[src/scnt_pkg.sv]
// Shared types and constants of the surjection counter.
package scnt_pkg;

  // Field widths of the request and the result, and of the internal registers and counters.
  localparam int unsigned SizeW   = 4;
  localparam int unsigned CountW  = 59;
  localparam int unsigned AccW    = 64;
  localparam int unsigned BinomW  = 16;
  localparam int unsigned InDataW = 8;
  localparam int unsigned OutDataW = 64;
  localparam int unsigned StepW   = 3;
  localparam int unsigned DivCntW = 5;

  typedef logic [StepW-1:0] step_t;

  // Step addresses of the control program.
  localparam step_t StepIdle  = 3'd0;
  localparam step_t StepCheck = 3'd1;
  localparam step_t StepBmul  = 3'd2;
  localparam step_t StepBdiv  = 3'd3;
  localparam step_t StepTinit = 3'd4;
  localparam step_t StepTpow  = 3'd5;
  localparam step_t StepAcc   = 3'd6;
  localparam step_t StepEmit  = 3'd7;

  // Datapath operation of one control word.
  typedef enum logic [2:0] {
    OP_LOAD  = 3'd0,
    OP_NOP   = 3'd1,
    OP_BMUL  = 3'd2,
    OP_BDIV  = 3'd3,
    OP_TINIT = 3'd4,
    OP_TPOW  = 3'd5,
    OP_ACC   = 3'd6,
    OP_EMIT  = 3'd7
  } op_e;

  // Jump condition of one control word; when false the step counter advances.
  typedef enum logic [2:0] {
    COND_NEXT     = 3'd0,
    COND_NO_REQ   = 3'd1,
    COND_TRIVIAL  = 3'd2,
    COND_DIV_BUSY = 3'd3,
    COND_POW_BUSY = 3'd4,
    COND_MORE_K   = 3'd5,
    COND_OUT_FULL = 3'd6
  } cond_e;

  typedef struct packed {
    op_e   op;
    cond_e cond;
    step_t target;
  } ucode_t;

  // Status flags from the datapath, tested by the jump conditions.
  typedef struct packed {
    logic no_req;
    logic trivial;
    logic div_busy;
    logic pow_busy;
    logic more_k;
    logic out_full;
  } dp_status_t;

endpackage

[src/scnt_seq.sv]
// Step counter and control program of the surjection counter.
module scnt_seq (
  input  logic                clk_i,
  input  logic                rst_ni,
  input  scnt_pkg::dp_status_t status_i,
  output scnt_pkg::ucode_t    uword_o
);

  localparam int unsigned NumSteps = 2 ** scnt_pkg::StepW;

  // One control word per step: operation, jump condition, jump target.
  localparam scnt_pkg::ucode_t Program [NumSteps] = '{
    '{scnt_pkg::OP_LOAD,  scnt_pkg::COND_NO_REQ,   scnt_pkg::StepIdle},
    '{scnt_pkg::OP_NOP,   scnt_pkg::COND_TRIVIAL,  scnt_pkg::StepEmit},
    '{scnt_pkg::OP_BMUL,  scnt_pkg::COND_NEXT,     scnt_pkg::StepIdle},
    '{scnt_pkg::OP_BDIV,  scnt_pkg::COND_DIV_BUSY, scnt_pkg::StepBdiv},
    '{scnt_pkg::OP_TINIT, scnt_pkg::COND_NEXT,     scnt_pkg::StepIdle},
    '{scnt_pkg::OP_TPOW,  scnt_pkg::COND_POW_BUSY, scnt_pkg::StepTpow},
    '{scnt_pkg::OP_ACC,   scnt_pkg::COND_MORE_K,   scnt_pkg::StepBmul},
    '{scnt_pkg::OP_EMIT,  scnt_pkg::COND_OUT_FULL, scnt_pkg::StepEmit}
  };

  scnt_pkg::step_t upc_q, upc_d;
  scnt_pkg::ucode_t uword;
  logic take_jump;

  assign uword   = Program[upc_q];
  assign uword_o = uword;

  always_comb begin
    unique case (uword.cond)
      scnt_pkg::COND_NEXT:     take_jump = 1'b0;
      scnt_pkg::COND_NO_REQ:   take_jump = status_i.no_req;
      scnt_pkg::COND_TRIVIAL:  take_jump = status_i.trivial;
      scnt_pkg::COND_DIV_BUSY: take_jump = status_i.div_busy;
      scnt_pkg::COND_POW_BUSY: take_jump = status_i.pow_busy;
      scnt_pkg::COND_MORE_K:   take_jump = status_i.more_k;
      scnt_pkg::COND_OUT_FULL: take_jump = status_i.out_full;
      default:                 take_jump = 1'b0;
    endcase
    // The last step wraps back to the idle step.
    upc_d = take_jump ? uword.target : upc_q + scnt_pkg::step_t'(1);
  end

  always_ff @(posedge clk_i or negedge rst_ni) begin
    if (!rst_ni) begin
      upc_q <= scnt_pkg::StepIdle;
    end else begin
      upc_q <= upc_d;
    end
  end

endmodule

[src/scnt_datapath.sv]
// Operand registers, two multipliers, bit-serial divider and output register.
module scnt_datapath #(
  parameter int unsigned MAX_SET_SIZE = 15
) (
  input  logic                                clk_i,
  input  logic                                rst_ni,
  input  scnt_pkg::ucode_t                    uword_i,
  output scnt_pkg::dp_status_t                status_o,
  input  logic                                s_axis_tvalid,
  output logic                                s_axis_tready,
  input  logic [scnt_pkg::InDataW-1:0]        s_axis_tdata,
  output logic                                m_axis_tvalid,
  input  logic                                m_axis_tready,
  output logic [scnt_pkg::OutDataW-1:0]       m_axis_tdata
);

  localparam logic [scnt_pkg::SizeW-1:0] SizeMax = scnt_pkg::SizeW'(MAX_SET_SIZE);

  logic [scnt_pkg::SizeW-1:0]   m_q, n_q, k_q, ecnt_q;
  logic [scnt_pkg::BinomW-1:0]  binom_q, num_q;
  logic [scnt_pkg::SizeW-1:0]   rem_q;
  logic [scnt_pkg::DivCntW-1:0] dcnt_q;
  logic [scnt_pkg::AccW-1:0]    term_q, sum_q;
  logic [scnt_pkg::CountW-1:0]  out_q;
  logic                         out_valid_q, out_valid_d;

  logic [scnt_pkg::SizeW-1:0]   dom_size, cod_size, dom_clamp, cod_clamp;
  logic [scnt_pkg::SizeW:0]     factor_wide;
  logic [scnt_pkg::SizeW-1:0]   factor;
  logic [scnt_pkg::BinomW+scnt_pkg::SizeW-1:0] bprod;
  logic [scnt_pkg::AccW+scnt_pkg::SizeW-1:0]   tprod;
  logic [scnt_pkg::SizeW:0]     rem_shift, rem_sub;
  logic                         qbit;
  logic                         accept, out_full;

  assign dom_size  = s_axis_tdata[scnt_pkg::SizeW-1:0];
  assign cod_size  = s_axis_tdata[2*scnt_pkg::SizeW-1:scnt_pkg::SizeW];
  assign dom_clamp = (dom_size > SizeMax) ? SizeMax : dom_size;
  assign cod_clamp = (cod_size > SizeMax) ? SizeMax : cod_size;

  assign s_axis_tready = (uword_i.op == scnt_pkg::OP_LOAD);
  assign accept        = s_axis_tvalid && s_axis_tready;
  assign out_full      = out_valid_q && !m_axis_tready;

  // Next falling factor n - k + 1, never zero while k <= n.
  assign factor_wide = {1'b0, n_q} - {1'b0, k_q} + (scnt_pkg::SizeW+1)'(1);
  assign factor      = factor_wide[scnt_pkg::SizeW-1:0];
  assign bprod       = binom_q * factor;
  assign tprod       = term_q * k_q;

  // One restoring division step: bring in the next numerator bit.
  assign rem_shift = {rem_q, num_q[scnt_pkg::BinomW-1]};
  assign qbit      = (rem_shift >= {1'b0, k_q});
  assign rem_sub   = qbit ? (rem_shift - {1'b0, k_q}) : rem_shift;

  always_comb begin
    status_o.no_req   = !s_axis_tvalid;
    status_o.trivial  = (m_q < n_q) || (n_q == '0);
    status_o.div_busy = (dcnt_q != '0);
    status_o.pow_busy = (ecnt_q != '0);
    status_o.more_k   = (k_q != n_q);
    status_o.out_full = out_full;
  end

  always_comb begin
    out_valid_d = out_valid_q && !m_axis_tready;
    if (uword_i.op == scnt_pkg::OP_EMIT && !out_full) begin
      out_valid_d = 1'b1;
    end
  end

  always_ff @(posedge clk_i or negedge rst_ni) begin
    if (!rst_ni) begin
      out_valid_q <= 1'b0;
      dcnt_q      <= '0;
    end else begin
      out_valid_q <= out_valid_d;
      if (uword_i.op == scnt_pkg::OP_BMUL) begin
        dcnt_q <= scnt_pkg::DivCntW'(scnt_pkg::BinomW);
      end else if (uword_i.op == scnt_pkg::OP_BDIV && dcnt_q != '0) begin
        dcnt_q <= dcnt_q - scnt_pkg::DivCntW'(1);
      end
    end
  end

  always_ff @(posedge clk_i) begin
    unique case (uword_i.op)
      scnt_pkg::OP_LOAD: begin
        if (accept) begin
          m_q     <= dom_clamp;
          n_q     <= cod_clamp;
          k_q     <= scnt_pkg::SizeW'(1);
          binom_q <= scnt_pkg::BinomW'(1);
          sum_q   <= '0;
        end
      end
      scnt_pkg::OP_NOP: ;
      scnt_pkg::OP_BMUL: begin
        num_q <= bprod[scnt_pkg::BinomW-1:0];
        rem_q <= '0;
      end
      scnt_pkg::OP_BDIV: begin
        if (dcnt_q != '0) begin
          num_q <= {num_q[scnt_pkg::BinomW-2:0], qbit};
          rem_q <= rem_sub[scnt_pkg::SizeW-1:0];
        end
      end
      scnt_pkg::OP_TINIT: begin
        binom_q <= num_q;
        term_q  <= scnt_pkg::AccW'(num_q);
        ecnt_q  <= m_q;
      end
      scnt_pkg::OP_TPOW: begin
        if (ecnt_q != '0) begin
          term_q <= tprod[scnt_pkg::AccW-1:0];
          ecnt_q <= ecnt_q - scnt_pkg::SizeW'(1);
        end
      end
      scnt_pkg::OP_ACC: begin
        // Odd n - k subtracts the term.
        if (n_q[0] ^ k_q[0]) begin
          sum_q <= sum_q - term_q;
        end else begin
          sum_q <= sum_q + term_q;
        end
        k_q <= k_q + scnt_pkg::SizeW'(1);
      end
      scnt_pkg::OP_EMIT: begin
        if (!out_full) begin
          out_q <= sum_q[scnt_pkg::CountW-1:0];
        end
      end
      default: ;
    endcase
  end

  assign m_axis_tvalid = out_valid_q;
  assign m_axis_tdata  = scnt_pkg::OutDataW'(out_q);

endmodule

[src/surjection_counter.sv]
// Top level of the surjection counter: sequencer and datapath.
//
// Counts the onto maps from an m-set to an n-set by inclusion-exclusion:
// the sum over k = 1..n of (-1)^(n-k) * C(n,k) * k^m, in 64-bit arithmetic.
// Requests enter on the s_axis channel (m and n, each clamped to
// MAX_SET_SIZE); each request gives exactly one result on m_axis.
// m < n, or n = 0, yields a count of zero.
//
// A request is taken in the idle step only. For each k the program runs
// the falling-product multiply, the bit-serial exact division by k, the
// seeding of the term, the power loop and the accumulation. One request
// is in flight at a time; the division and the two multipliers (16x4
// and 64x4) set the pace.
//
// Reset clears the step counter and the output valid flag; the block then
// waits in its idle step. The result sits in an output register: the next
// request is taken while it waits, and a stalled receiver only holds the
// sequencer in its emit step once the following result is ready.
module surjection_counter #(
  parameter int unsigned MAX_SET_SIZE = 15
) (
  input  logic                          clk_i,
  input  logic                          rst_ni,
  input  logic                          s_axis_tvalid,
  output logic                          s_axis_tready,
  // [3:0] domain_size, [7:4] codomain_size
  input  logic [scnt_pkg::InDataW-1:0]  s_axis_tdata,
  output logic                          m_axis_tvalid,
  input  logic                          m_axis_tready,
  // [58:0] surjection_count, [63:59] zero
  output logic [scnt_pkg::OutDataW-1:0] m_axis_tdata
);

  scnt_pkg::ucode_t     uword;
  scnt_pkg::dp_status_t status;

  // Program sequencer: fetch one control word per cycle, jump on status.
  scnt_seq u_seq (
    .clk_i    (clk_i),
    .rst_ni   (rst_ni),
    .status_i (status),
    .uword_o  (uword)
  );

  // Datapath driven by the current control word.
  scnt_datapath #(
    .MAX_SET_SIZE (MAX_SET_SIZE)
  ) u_datapath (
    .clk_i         (clk_i),
    .rst_ni        (rst_ni),
    .uword_i       (uword),
    .status_o      (status),
    .s_axis_tvalid (s_axis_tvalid),
    .s_axis_tready (s_axis_tready),
    .s_axis_tdata  (s_axis_tdata),
    .m_axis_tvalid (m_axis_tvalid),
    .m_axis_tready (m_axis_tready),
    .m_axis_tdata  (m_axis_tdata)
  );

endmodule

[config.mk]
export PLATFORM = sky130hd
export DESIGN_NAME = surjection_counter
export DESIGN_NICKNAME = d
export VERILOG_FILES = /design/src/scnt_pkg.sv /design/src/scnt_seq.sv /design/src/scnt_datapath.sv /design/src/surjection_counter.sv
export SDC_FILE = /design/constraint.sdc
export NUM_CORES = 1
export LEC_CHECK = 0
export BUFFER_PORTS_ARGS = -buffer_cell sky130_fd_sc_hd__buf_2
export CAP_MARGIN = 10
export CORE_ASPECT_RATIO = 0.8
export CORE_MARGIN = 1.5
export CORE_UTILIZATION = 43
export CTS_CLUSTER_DIAMETER = 150
export DETAILED_ROUTE_END_ITERATION = 12
export PLACE_DENSITY = 0.65
export RECOVER_POWER = 50
export SLEW_MARGIN = 20
export SYNTH_ARGS = -nofsm -noshare
export SYNTH_HDL_FRONTEND = slang
export SYNTH_SLANG_ARGS = --single-unit
[constraint.sdc]
create_clock -name clk_i -period 7.25 [get_ports clk_i]
set_input_delay 1.0875 -clock clk_i [delete_from_list [all_inputs] [get_ports clk_i]]
set_output_delay 1.0875 -clock clk_i [all_outputs]
set_load 0.02 [all_outputs]
==> impl_results.md, run 1 <==
- Status: finished, violations left
- Failing checks: max-capacitance violations, max-slew violations
- Area leader, netlist: edfxtp_1
- Setup Skew: 0.0439 ns
- RSZ-0062 raised after global routing: false
- Die ar.: roughly 0.054 mm^2
- Reg-to-reg critical path endpoint: u_datapath.sum_q[50]$_SDFFCE_PN0P_
- Port bufs: slightly above 70
- Antenna Nets Post-Route: 0
- Final setup fails: 0
- Most common cell after layout, fill and taps aside: inv_1
- CTS tree: done
- Synthesized area: 0.0224 mm^2
- Global Route Usage Sum: approximately a fifth
- Vias per std cell: between 5 and 6
- Die height: 207 um
- Final Non-Filler Cells: around 3200
- CTS sink cnt: between 200 and 250
- First-pass GRT wire length: 90100 um
- Synth unique cells: 70
- End point of the critical path: u_datapath.sum_q[50]$_SDFFCE_PN0P_
- Critical path class: flip-flop to flip-flop
- Fill count: ~4800
- Total gr overflow: 0
- Initial DRC Count: 1325
- Drt total wl: 55500 um
- Max-slew violation count: 291
- Top cell type's share of synthesized area: 30.7%
- Ys Warns: 0
- CTS root buf: clkbuf_16
- Multi-input gate area: 0.0139 mm^2
- WL per Instance: approximately 18 um
- Setup crit start: u_datapath.term_q[5]$_DFFE_PP_
- Arrival time worst endpoint: about 6.3 ns
- Share of cells above drive strength 1: approximately 3.8%
- Hold Violations, Final: 0
- Cells along the critical path: or4_1 -> or3_1 -> or2_1 -> nand2b_1 -> nand2b_1 -> nand2b_1 -> nand2_1 -> xor2_1 -> ha_1 -> a211oi_1 -> a2111oi_0 -> o21ai_0 -> a32oi_1 -> o211ai_1 -> o31ai_1 -> a211oi_1 -> o21ai_0 -> xnor2_1 -> nor2_1
- Crit path depth: 19
- Crit end category: flip-flop
- Synthesized flop and latch total: 238
- Flop2flop setup slack: 1.19 ns
- Primary FF master, synth: edfxtp_1
- Top cells by area, synth: edfxtp_1 (31%), fa_1 (12%), ha_1 (8.7%)
- DRT Pass-1 Iters: 6
- Post-synth ARST share: 3.78%
- H-tree depth: 1
- Post-CTS sizing: 0
- Longest Clk Path Bufs: 3
- CP dominant cell by count: nand2b_1
- Minimum clock period: between 6 and 7 ns
- Fmax: 0.165 GHz
- Flip-flop and latch area: about 0.0071 mm^2
- Starting density of the core: 43.7%
- Initial antenna violation count: 0
- Post-CTS Setup Inserts: 0
- Via count: 17400
- Commonest non-fill, non-tap cells in the layout: inv_1 (276), nand2_1 (237), edfxtp_1 (229), and2_1 (186), nor2_1 (175)
- Vias in the first global route: 16700
- Clk_lat worst skew: 0.60 ns
- CP Max Fanout: 9
- Critical-path top delay cell: or4_1
- Area added between synthesis and finish: 8.21%
- Clock-pin slew on the worst setup and hold paths: about 0.06 ns
- Detail Placement HPWL: 42000 um
- Hold Buf Count CTS: 0
- Actual slew at the worst max-slew pin: roughly 3.9 ns
- Core ar.: approximately 0.051 mm^2
- CTS buffer count: 28
- Diode count: 0
- EDFF count, synth: 229
- Largest net degree at the start of global routing: 80
- Max cap viols: 5
- Syn_area_per_cell: slightly above 9 um^2
- Row count: 74
- DRC viols: 0
- Cells after synthesis: 2440
- Startpoint types: flip-flop
- Delay-heaviest family, CP: simple AND/OR/NAND/NOR gates
- Period utilization: 83.6%
- Placed cells: roughly 3100
- I/O pins: 78
- R2R Path Start: u_datapath.term_q[5]$_DFFE_PP_
- Worst path max stage delay: 0.57 ns
- CP Buf/Inv Count: 0
- Class of the worst hold path: input pin to async pin
- Die width: roughly 260 um
- Reg2Reg Depth: 19
- WP data required: 7.49 ns
- Worst slew margin: -157%
- Setup_tns: 0 ns
- Nets: approximately 2800
- Final core utilization: a little under half
- RD Place Congestion: 0.916
- Sequential area share after synthesis: 31.7%
synth_stat cells, types with 4 or more instances:
| cell | instances |
|---|---|
| buf_4 | 5 |
| dfrtp_1 | 9 |
| nor2b_1 | 18 |
| a21boi_0 | 8 |
| xnor2_1 | 68 |
| inv_1 | 276 |
| and3_1 | 37 |
| mux2i_1 | 4 |
| a21o_1 | 77 |
| a221oi_1 | 7 |
| nand2_1 | 240 |
| ha_1 | 156 |
| o211ai_1 | 14 |
| nor4_1 | 13 |
| o21bai_1 | 16 |
| xor2_1 | 112 |
| nand2b_1 | 22 |
| a41oi_1 | 7 |
| edfxtp_1 | 229 |
| nor2_1 | 175 |
| or4_1 | 7 |
| a31oi_1 | 15 |
| and2_1 | 188 |
| o31ai_1 | 31 |
| o22ai_1 | 4 |
| or2_2 | 11 |
| a311oi_1 | 6 |
| or3_1 | 19 |
| nand4_1 | 19 |
| nand3_1 | 29 |
| o21a_1 | 19 |
| and4_1 | 5 |
| mux2_2 | 7 |
| buf_1 | 4 |
| o21ai_0 | 120 |
| fa_1 | 139 |
| nor3_1 | 30 |
| o41ai_1 | 10 |
| a211oi_1 | 25 |
| clkbuf_1 | 93 |
| a21oi_1 | 117 |
cells by family after synthesis:
logic type      share of synthesized area (%)
simple gates                             18.5
buf+inv                                  6.43
mux                                     0.530
xor+xnor                                 7.03
fa+ha+maj                                21.1
compound gates                           14.7
flops                                    31.7
other cells                            0.0167
flip-flops by register name, indices dropped and copies added, names as in the netlist:
name,cells
u_datapath.ecnt_q,4
u_datapath.m_axis_tvalid,1
u_datapath.num_q,16
u_seq.upc_q,3
u_datapath.term_q,59
u_datapath.n_q,4
u_datapath.rem_q,4
u_datapath.sum_q,59
u_datapath.k_q,4
u_datapath.dcnt_q,5
u_datapath.out_q,59
u_datapath.binom_q,16
u_datapath.m_q,4
area by class of cell:
cell class                 count  area share [%]
multi-input combinational   1827            57.4
clock inverter                16            1.00
timing repair buffer          87            1.54
sequential                   238            29.3
inverter                     277            4.29
clock buffer                  35            3.00
tap                          684            3.53
through the flow:
stage               hold WS [ns]  instance area, um^2  setup slack (ns)
floorplan                  0.426                22400             0.928
global placement           0.454                23400              1.53
detailed placement         0.443                23400              1.37
CTS                        0.328                24400              1.33
global route               0.475                24300             0.758
finish                     0.442                24300              1.19
worst min-delay path by stage:
stage                                    endpoint  slack [ns]  cells after the start
2_1_floorplan       u_datapath.out_q[0]$_DFFE_PP_        0.43                      0
3_3_place_gp       u_datapath.out_q[22]$_DFFE_PP_        0.45                      0
3_5_place_dp       u_datapath.out_q[14]$_DFFE_PP_        0.44                      0
4_1_cts        u_datapath.m_axis_tvalid$_DFF_PN0_        0.33                      1
5_1_grt            u_datapath.out_q[35]$_DFFE_PP_        0.47                      0
6_report               u_seq.upc_q[0]$_DFFE_PN0N_        0.44                      1
routing by layer:
| layer | up-vias | part of all wire (%) | track usage [%] |
|---|---|---|---|
| met1 | 8470 | 50 | 32.7 |
| met5 | - | 0 | 0 |
| met2 | 488 | 42 | 30.0 |
| met3 | 54 | 6.6 | 3.05 |
| met4 | 0 | 1.5 | 3.41 |
| li1 | 8400 | - | - |
Power of run 1 is not shown: default switching activity piles up to over one toggle a cycle in this logic, so the estimate is an artifact.
==> inputs of run 2 (changes only) <==
- ABC_AREA: not set -> 1
- clock period: 7.25 -> 6.2 ns (I/O delays scaled with it)
==> impl_results.md, run 2 <==
- Area leader, netlist: edfxtp_1
- Total gr overflow: 0 (unchanged)
- Class of the worst hold path: input pin to async pin
- Nets: 4071 (+47%)
- Met1 WL: 38000 um (+36%)
- DRC viols: 0 (unchanged)
- CP Buf/Inv Count: 4 (+4)
- CTS root buf: clkbuf_16
- Top cells by area, synth: edfxtp_1 (26%), nand2_1 (13%), inv_1 (11%)
- Detail Placement HPWL: 65300 um (+55%)
- Hold Buf Count CTS: 0 (unchanged)
- Delay-heaviest family, CP: adder cells
- Synthesized area: 0.0263 mm^2 (+17%)
- Initial DRC Count: 2147 (+62%)
- RSZ-0062 raised after global routing: false
- I/O pins: 78 (unchanged)
- Worst slew margin: -108% (+49 points)
- Status: finished, violations left
- CTS sink cnt: 238 (unchanged)
- Port bufs: 72 (unchanged)
- Crit path depth: 23 (+4)
- Global Route Usage Sum: 25.8% (+5.2 points)
- Synth unique cells: 57 (-19%)
- Setup_tns: 0 ns (unchanged)
- Commonest non-fill, non-tap cells in the layout: nand2_1 (916), inv_1 (774), nor2_1 (447), a21oi_1 (255), edfxtp_1 (229)
- Failing checks: max-capacitance violations, max-slew violations
- Top Layer Used: met4
- Actual slew at the worst max-slew pin: 3.12 ns (-0.736 ns)
- Area added between synthesis and finish: 6.42%
- Final Non-Filler Cells: 4564 (+44%)
- WP data required: 6.51 ns (-0.98 ns)
- Multi-input gate area: 0.0157 mm^2 (+13%)
- Core ar.: 0.0601 mm^2 (+17%)
- Cells after synthesis: 3754 (+54%)
- Hold Violations, Final: 0 (unchanged)
- Sequential area share after synthesis: 27.0% (-4.7 points)
- Most common cell after layout, fill and taps aside: nand2_1
- H-tree depth: 1 (unchanged)
- Post-synth ARST share: 3.78% (unchanged)
- Reg-to-reg critical path endpoint: u_datapath.num_q[13]$_DFFE_PP_
- Row count: 80 (+8.1%)
- Largest family of logic cells by synthesized area: simple AND/OR/NAND/NOR gates
- CP dominant cell by count: nand2_1
- Drt total wl: 80200 um (+45%)
- Vias in the first global route: 23000 (+38%)
- Synthesized flop and latch total: 238 (unchanged)
- Largest net degree at the start of global routing: 69 (-14%)
- Top cell type's share of synthesized area: 26.2% (-4.5 points)
- Most instantiated library cell after synthesis: nand2_1
- RD Place Congestion: 0.998 (+8.9%)
- Startpoint types: flip-flop
- Final setup margin: 1.08 ns (-0.113 ns)
- Antenna Nets Post-Route: 0 (unchanged)
- WL per Instance: 17.6 um (+0.24%)
- Most instantiated cells after synthesis: nand2_1 (915), inv_1 (774), nor2_1 (448)
- Starting density of the core: 43.7% (+0.046 points)
- Placed Area: 0.0271 mm^2 (+16%)
- Fmax: 0.195 GHz (+18%)
- Die height: 224 um (+8.1%)
- EDFF count, synth: 229 (unchanged)
- Max-slew violation count: 185 (-36%)
- Vias per std cell: 5.18 (-5.8%)
- CP Max Fanout: 12 (+3)
- Setup Skew: 0.0363 ns (-0.00759 ns)
- CTS buffer count: 28 (unchanged)
- Final setup fails: 0 (unchanged)
- Flop2flop setup slack: 1.08 ns (-0.11 ns)
- Fill count: 6218 (+29%)
- Placed cells: 4513 (+45%)
- Crit end category: flip-flop
- Arrival time worst endpoint: 5.43 ns (-0.87 ns)
- Ys Warns: 0 (unchanged)
- Clk_lat worst skew: 0.60 ns (about the same)
- Adder-Cell Fraction of Synth Area: 18.0% (-3.1 points)
- Post-Synth Simple-Gate Area: 27.1% (+8.6 points)
- XOR/XNOR Fraction of Synth Area: 2.77% (-4.3 points)
- Post-CTS sizing: 0 (unchanged)
- Synth Area in Compound Gates: 11.6% (-3.1 points)
- Flip-flop and latch area: 0.00710 mm^2 (unchanged)
- Initial antenna violation count: 0 (unchanged)
- First-pass GRT wire length: 126000 um (+40%)
- Diode count: 0 (unchanged)
- CTS tree: done
- Cells along the critical path: inv_1 -> ha_1 -> inv_1 -> ha_1 -> fa_1 -> xnor2_1 -> nand2_1 -> nand2_1 -> nor2_1 -> fa_1 -> inv_1 -> fa_1 -> inv_1 -> ha_1 -> a21oi_1 -> o21ai_0 -> nand2_1 -> nand3_1 -> nand2_1 -> nand2_1 -> or2_2 -> nand3_1 -> o21ai_0
- Critical path class: flip-flop to flip-flop
- R2R Path Start: u_datapath.n_q[1]$_DFFE_PP_
- DRT Pass-1 Iters: 7 (+1)
- Met2 routed WL: 33600 um (+46%)
- Via count: 23700 (+36%)
- Primary FF master, synth: edfxtp_1
- Worst path max stage delay: 0.55 ns (-0.02 ns)
- Minimum clock period: 5.12 ns (-0.937 ns)
- Pre-CTS WS: 1.07 ns (-0.295 ns)
- Longest Clk Path Bufs: 3 (unchanged)
- Clock-pin slew on the worst setup and hold paths: 0.06 ns (about the same)
- Period utilization: 82.6% (-0.95 points)
- Fin area: 0.0280 mm^2 (+15%)
- Top flop regs: u_datapath.out_q (59), u_datapath.sum_q (59), u_datapath.term_q (59)
- Max cap viols: 4 (-1)
- Die ar.: 0.0626 mm^2 (+17%)
- Post-synthesis mux area share: 0% (-0.53 points)
- Syn_area_per_cell: 7.00 um^2 (-24%)
- Reg2Reg Depth: 23 (+4)
- Critical-path top delay cell: fa_1
- Met3 Wirelength: 5960 um (+64%)
- Post-CTS Setup Inserts: 0 (unchanged)
- Share of cells above drive strength 1: 4.31% (+0.52 points)
- Die width: 279 um (+8.2%)
[run 2: worst max-delay path by stage]
stage	start	end
after floorplan	u_seq.upc_q[1]$_DFFE_PN0P_	u_datapath.ecnt_q[0]$_DFFE_PP_
after CTS	u_datapath.n_q[1]$_DFFE_PP_	u_datapath.num_q[13]$_DFFE_PP_
final	u_datapath.n_q[1]$_DFFE_PP_	u_datapath.num_q[13]$_DFFE_PP_
after global placement	u_datapath.k_q[1]$_SDFFCE_PN0P_	u_datapath.num_q[13]$_DFFE_PP_
after detailed placement	u_datapath.n_q[1]$_DFFE_PP_	u_datapath.num_q[13]$_DFFE_PP_
after global routing	u_datapath.n_q[1]$_DFFE_PP_	u_datapath.num_q[13]$_DFFE_PP_
[run 2: routing by layer]
metal	track usage (%)	vias up
met5	0	-
met3	4.05	117
met1	37.7	11000
met2	39.2	801
li1	-	11800
met4	7.75	0
[run 2: metrics by stage]
stage | util, % | hold slack, ns
detailed placement | 45.2 | 0.461
floorplan | - | 0.426
global placement | 45.2 | 0.457
CTS | 46.7 | 0.195
global route | 46.6 | 0.369
finish | 46.6 | 0.351
[run 2: cell type report]
| class | instances | share of cell area [%] |
|---|---|---|
| Clock inverter | 17 | 0.725 |
| Clock buffer | 34 | 2.59 |
| Multi-Input combinational cell | 2629 | 56.0 |
| Tap cell | 779 | 3.49 |
| Sequential cell | 238 | 25.4 |
| Inverter | 782 | 10.5 |
| Timing Repair Buffer | 85 | 1.30 |
[run 2: worst register-to-register path, delay by kind of cell, from the launching register on]
family | cells | cell delay [ns]
XOR/XNOR | 1 | 0.18
buffers and inverters | 4 | 0.21
flip-flops | 1 | 0.35
adder cells (fa/ha/maj) | 6 | 2.32
AND/OR/NAND/NOR | 9 | 1.32
AO/OA/AOI/OAI | 3 | 0.47
[run 2: logic make-up after synthesis]
logic type                 after synthesis
AOI/OAI and AO/OA                      568
and+or+nand+nor                       1678
DFF                                    238
xor gates and xnor gates                83
other                                    1
buffers and inverters                  891
adders and majority gates              295
Power of run 2 is left out for the same reason.
